File: config.mk
export PLATFORM = sky130hd
export DESIGN_NAME = ftt_front
export DESIGN_NICKNAME = d
export VERILOG_FILES = /design/src/hw/rtl/ftt_pkg.sv /design/src/hw/rtl/ftt_front.sv
export SDC_FILE = /design/constraint.sdc
export NUM_CORES = 1
export LEC_CHECK = 0
export ABC_AREA = 1
export BUFFER_PORTS_ARGS = -buffer_cell sky130_fd_sc_hd__buf_2
export CAP_MARGIN = 25
export CORE_AREA = 2 2 152 154
export CTS_CLUSTER_SIZE = 40
export DETAILED_ROUTE_END_ITERATION = 7
export DIE_AREA = 0 0 154 156
export PLACE_DENSITY = 0.8
export REMOVE_ABC_BUFFERS = 1
export SLEW_MARGIN = 20
export SYNTH_ARGS = -nofsm -noshare
export SYNTH_HDL_FRONTEND = slang
export SYNTH_SLANG_ARGS = --single-unit
File: constraint.sdc
create_clock -name i_clk -period 24.2 [get_ports i_clk]
set_input_delay 6.05 -clock i_clk [delete_from_list [all_inputs] [get_ports i_clk]]
set_output_delay 6.05 -clock i_clk [all_outputs]
set_load 0.01 [all_outputs]
File: src/hw/rtl/ftt_pkg.sv
`timescale 1ns / 1ps
// ----------------------------------------------------------------------------
// ftt_pkg
// Shared types and codes of the five-tuple flow table tracker.
// ----------------------------------------------------------------------------
package ftt_pkg;

    localparam int CNT_W       = 7;
    localparam int QUOT_W      = 16;
    localparam int IN_TDATA_W  = 168;
    localparam int OUT_TDATA_W = 200;
    localparam int CFG_DATA_W  = 16;

    // input opcodes
    localparam logic [2:0] OPC_PACKET   = 3'd0;
    localparam logic [2:0] OPC_CLASSIFY = 3'd1;
    localparam logic [2:0] OPC_BLOCK    = 3'd2;
    localparam logic [2:0] OPC_CLOSE    = 3'd3;
    localparam logic [2:0] OPC_SWEEP    = 3'd4;

    // command classes after decode
    localparam logic [2:0] CL_PKT   = 3'd0;
    localparam logic [2:0] CL_CLS   = 3'd1;
    localparam logic [2:0] CL_BLK   = 3'd2;
    localparam logic [2:0] CL_CLO   = 3'd3;
    localparam logic [2:0] CL_SWEEP = 3'd4;
    localparam logic [2:0] CL_BAD   = 3'd5;

    // stored flow states
    localparam logic [1:0] ST_NEW        = 2'd0;
    localparam logic [1:0] ST_CLASSIFIED = 2'd1;
    localparam logic [1:0] ST_BLOCKED    = 2'd2;
    localparam logic [1:0] ST_CLOSED     = 2'd3;
    localparam logic [2:0] FS_NOT_FOUND  = 3'd4;

    // configuration register indexes
    localparam logic CFG_MAX_FLOWS    = 1'b0;
    localparam logic CFG_IDLE_TIMEOUT = 1'b1;

    typedef struct packed {
        logic [2:0]  op;
        logic [31:0] sip;
        logic [31:0] dip;
        logic [15:0] sport;
        logic [15:0] dport;
        logic [7:0]  proto;
        logic [15:0] size;
        logic        outb;
        logic [7:0]  app;
        logic [31:0] now;
    } t_cmd;

    typedef struct packed {
        logic [31:0] sip;
        logic [31:0] dip;
        logic [31:0] ports;
        logic [7:0]  proto;
        logic [1:0]  st;
        logic        drop;
        logic [7:0]  app;
        logic [31:0] pin;
        logic [31:0] pout;
        logic [47:0] bin;
        logic [47:0] bout;
        logic [31:0] tfirst;
        logic [31:0] tlast;
    } t_entry;

    typedef struct packed {
        logic              kind;
        logic              last;
        logic [2:0]        fstate;
        logic              drop;
        logic [CNT_W-1:0]  count;
        logic [31:0]       sip;
        logic [31:0]       dip;
        logic [7:0]        app;
        logic [31:0]       pkts;
        logic [QUOT_W-1:0] avg;
        logic [31:0]       dur;
        logic [31:0]       start;
    } t_res;

endpackage

File: src/hw/rtl/ftt_front.sv
`timescale 1ns / 1ps
// ----------------------------------------------------------------------------
// ftt_front
// Accepts items, decodes the opcode into a command class and queues them.
// ----------------------------------------------------------------------------
module ftt_front (
    input  logic          i_clk,
    input  logic          i_rst_n,
    input  logic          i_valid,
    output logic          o_ready,
    input  ftt_pkg::t_cmd i_cmd,
    output logic          o_q_valid,
    input  logic          i_q_pop,
    output ftt_pkg::t_cmd o_q_cmd
);

    localparam int Q_DEPTH = 2;

    ftt_pkg::t_cmd r_q [Q_DEPTH];
    logic          r_wp;
    logic          r_rp;
    logic [1:0]    r_fill;
    logic          push;
    logic          pop;
    ftt_pkg::t_cmd dec;

    always_comb begin
        dec = i_cmd;
        unique case (i_cmd.op)
            ftt_pkg::OPC_PACKET:   dec.op = ftt_pkg::CL_PKT;
            ftt_pkg::OPC_CLASSIFY: dec.op = ftt_pkg::CL_CLS;
            ftt_pkg::OPC_BLOCK:    dec.op = ftt_pkg::CL_BLK;
            ftt_pkg::OPC_CLOSE:    dec.op = ftt_pkg::CL_CLO;
            ftt_pkg::OPC_SWEEP:    dec.op = ftt_pkg::CL_SWEEP;
            default:               dec.op = ftt_pkg::CL_BAD;
        endcase
    end

    assign o_ready   = (r_fill != 2'(Q_DEPTH));
    assign push      = i_valid && o_ready;
    assign o_q_valid = (r_fill != 2'd0);
    assign pop       = i_q_pop && o_q_valid;
    assign o_q_cmd   = r_q[r_rp];

    always_ff @(posedge i_clk) begin
        if (push) begin
            r_q[r_wp] <= dec;
        end
    end

    always_ff @(posedge i_clk) begin
        if (!i_rst_n) begin
            r_wp   <= 1'b0;
            r_rp   <= 1'b0;
            r_fill <= 2'd0;
        end else begin
            if (push) begin
                r_wp <= ~r_wp;
            end
            if (pop) begin
                r_rp <= ~r_rp;
            end
            r_fill <= r_fill + 2'(push) - 2'(pop);
        end
    end

endmodule

# Word level (Yosys, flattened, before mapping)
# Memories as Yosys holds them, arrays and structs flattened. A register that Yosys moved wholly into a read port is not among the register bits.
# Index checks and enable logic that the tools add are counted.
# Widths: inputs -> output; s select.
# word_totals
register_bits	4
mem_bits_rw	328
in_bits	168
out_inout_bits	166
word_cells	22
memories	1
# classes
addsub	2
n_eq_ne	5
muxes	5
bitwise_logic	2
reduce_logical	4
# memory_table
memory	words	word_bits	rd	rd_clocked_by_memory_dff	write_ports	line_no	rtl
r_q	2	164	1	1	1	ftt_front.sv:19	ftt_pkg::t_cmd r_q [Q_DEPTH];
# op_table
operator	count
$pmux 3 s5	1
$eq 3x2->1 const B	2
$mux 1	4
$eq 3x1->1 const B	1
$eq 3x3->1 const B	1
$logic_not 3->1	1
$add 2x1->2	1
$logic_and 1x1->1	2
$ne 2x2->1 const B	1
$not 1->1	2
$reduce_bool 2->1	1
$sub 2x1->2	1

# Longest topological paths before layout
# logic_depth
depth_word	4
depth_mapped	11
mapped_depth_nobuf	11

# Worst setup path after synthesis
# No wires, ideal clock.
# synth_path
path_type	input port to flip-flop
start	input i_valid
end	memory r_q[1][0] (netlist name) (enable)
setup_time_ns	0.692
t_arrival_ns	13.027
t_required_ns	23.508
setup_slack_ns	10.480
path_stages	2
n_path_buf	0
cell_sequence	nand2_1 -> nor2_1
# synth_between
elab_chain_cells	3
# synth_rtl
element	line_no	rtl
start: declaration	ftt_front.sv:9	input logic i_valid,
$logic_and 1x1->1	ftt_front.sv:40	assign push = i_valid && o_ready;
$mux 1	ftt_front.sv:46	if (push) begin
$mux 1 (implied by the code)	ftt_front.sv:47	r_q[r_wp] <= dec;
end: declaration	ftt_front.sv:19	
# No other way between the ends.

==> metrics.md <==
| Metric | Value |
|---|---|
| Fraction of layout cells with a size suffix above 1 | `59.64%` |
| Status | `finished, final reports clean` |
| DRT Pass-1 Iters | `4` |
| Power Dens Cells | `105.8 nW/um2` |
| Pins Over Slew Limit | `0` |
| Hold WS | `521.8 ps` |
| Commonest cells after routing, fill and taps aside | `buf_2, edfxtp_1, mux2_2` |
| Ports | `334` |
| Tcrit/Tclk final | `35.34%` |
| Worst-margin pin slew | `965.3 ps` |
| CTS Buffer Depth | `3` |
| Slew HR | `35.64%` |
| Post-CTS Resized | `0` |
| Critical path required time | `18150 ps` |
| Hold Path Class | `flop to flop` |
| Post-DP HPWL | `14870 um` |
| GRT Overall Usage | `18.56%` |
| # nets final | `1079` |
| Setup TNS | `0 ps` |
| Top cell family by delay on the critical path | `buffers and inverters` |
| Drt drc | `0` |
| HP Start | `r_rp` |
| Die ar. | `24020 um2` |
| DR vias/cell | `5.165` |
| Syn Inst Count | `550` |
| Most common cell after layout, fill and taps aside | `buf_2` |
| Antenna Nets Post-Route | `0` |
| Hold buffers post-CTS | `0` |
| Final setup fails | `0` |
| Inst Count DP | `1155` |
| Total number of vias | `6317` |
| Die height | `156 um` |
| RSZ-0062 raised after global routing | `false` |
| Critical Path AT | `2500 ps` |
| Synth warnings | `0` |
| CP Cell Sequence | `buf_4 > mux2_2 > buf_2` |
| Minimum clock period | `8553 ps` |
| VDD IR max | `0.07388 mV` |
| Initial antenna violation count | `6` |
| Max Cap Viol | `0` |
| Clock Tree Root | `clkbuf_16` |
| Starting Density | `54.47%` |
| FMAX | `116.9 MHz` |
| Crit Path Max Fanout | `72` |
| Synth unique cells | `14` |
| CTS H-tree depth | `2` |
| Core area | `22370 um2` |
| Hold Vio Cnt, Final | `0` |
| Port buffer count | `333` |
| CP peak stage delay | `780 ps` |
| Crit path buf inv count | `2` |
| Largest net degree at the start of global routing | `79` |
| CTS Buf Count | `36` |
| DRT iter0 DRCs | `395` |
| Critical path class | `flop to output port` |
| Vias in the first global route | `6520` |
| FF+latch count, synth | `333` |
| Syn Area/Cell | `22.15 um2` |
| Std-Cell Rows | `55` |
| Slowest stage cell, crit path | `buf_4` |
| Total grt overflow | `0` |
| Clk sinks | `333` |
| Post-synthesis sequential area ratio | `81.67%` |
| Clk slew on worst S/H paths | `60 ps` |
| Drt wl/cell | `19.10 um` |
| Die X | `154 um` |
| P_leak | `5.691 nW` |
| R2r startpoint | `r_fill[0]` |
| Clock Skew | `17.25 ps` |
| Drt total wl | `23360 um` |
| RePlAce Congestion | `0.7438` |
| CP startpoint kind | `flop` |
| TritonCTS clock tree | `done` |
| Worst-Skew Late Latency | `500 ps` |
| Final non-filler cell total | `1223` |
| Global-route wire length before repair | `34120 um` |
| Area Growth Syn to Fin | `24.53%` |
| CP Capture Type | `output port` |
| Post-CTS Setup Repair Bufs | `0` |
| Post-Syn Area | `12180 um2` |
path summary, 6_finish.rpt:
| kind | endpoint | cells after the start | slack [ps] |
|---|---|---|---|
| max reg2reg | r_q[1][62] | 5 | 21690 |
| max | o_q_cmd[24] | 3 | 15650 |
| min | flop | 2 | 520 |
| min reg2reg | flop | 2 | 520 |
registers in the layout, indices dropped and copies added, names as in the netlist, named ones only:
| signal | flops |
|---|---|
| r_fill | 2 |
| r_q | 328 |
| r_rp | 1 |
| r_wp | 1 |
power breakdown:
part | internal [mW] | switching (mW) | total (mW)
combinational | 0.160 | 0.196 | 0.356
clock | 0.289 | 0.205 | 0.494
sequential | 0.732 | 0.0228 | 0.755
cells in the mapped netlist:
| library cell | count | area (um2) |
|---|---|---|
| ha_1 | 1 | 12.51 |
| a21o_1 | 1 | 7.510 |
| nand3_1 | 1 | 5.000 |
| clkbuf_1 | 1 | 3.750 |
| dfxtp_1 | 5 | 100.1 |
| xnor2_1 | 1 | 8.760 |
| a21oi_1 | 1 | 5.000 |
| nand2_1 | 11 | 41.29 |
| edfxtp_1 | 328 | 9849 |
| mux2_2 | 164 | 1847 |
| buf_6 | 5 | 56.30 |
| inv_1 | 8 | 30.03 |
| clkbuf_8 | 13 | 178.9 |
| nor2_1 | 10 | 37.54 |
cell families (layout without fill, tap and decap cells):
| group | count (synthesis) | count (layout) | share of synthesized area (%) |
|---|---|---|---|
| compound gates | 2 | 2 | 0.1027 |
| other cells | 0 | 4 | 0 |
| simple gates | 22 | 22 | 0.6881 |
| flops | 333 | 333 | 81.67 |
| mux | 164 | 164 | 15.16 |
| xor+xnor | 1 | 1 | 0.07190 |
| buf+inv | 27 | 411 | 2.208 |
| fa+ha+maj | 1 | 1 | 0.1027 |
routing by layer:
metal	vias up	GRT usage [%]	part of all wire, %
li1	2903	-	-
met1	3085	20.96	38
met2	277	32.46	51
met3	48	6.750	8.5
met4	4	6.987	2.8
met5	-	0	0.094
layout make-up:
| type | count | area [um2] |
|---|---|---|
| clock inverters | 21 | 133.9 |
| multi-input cells | 190 | 1979 |
| flip-flops and latches | 333 | 9953 |
| fillers | 1463 | 7194 |
| clock buffers | 41 | 940.9 |
| inverters | 8 | 30.03 |
| repair buffers | 341 | 1767 |
| diodes | 4 | 10.01 |
| well taps | 285 | 356.6 |
worst reg2reg max path: stages (launching register included):
cell and delay, ps:
dfxtp_1 350, inv_1 50, nand2_1 100, nand2_1 210, nor2_4 500, buf_4 800
through the flow:
stage,power [mW],setup slack (ps),utilization (%),cell area (um2)
2_1_floorplan,1.008,10480,-,11940
3_3_place_gp,1.112,16030,62.74,14030
3_5_place_dp,1.121,16000,62.74,14030
4_1_cts,1.619,15600,67.54,15110
5_1_grt,1.669,15500,67.82,15170
6_report,1.605,15650,67.83,15170
(Power assumes the default switching activity.)
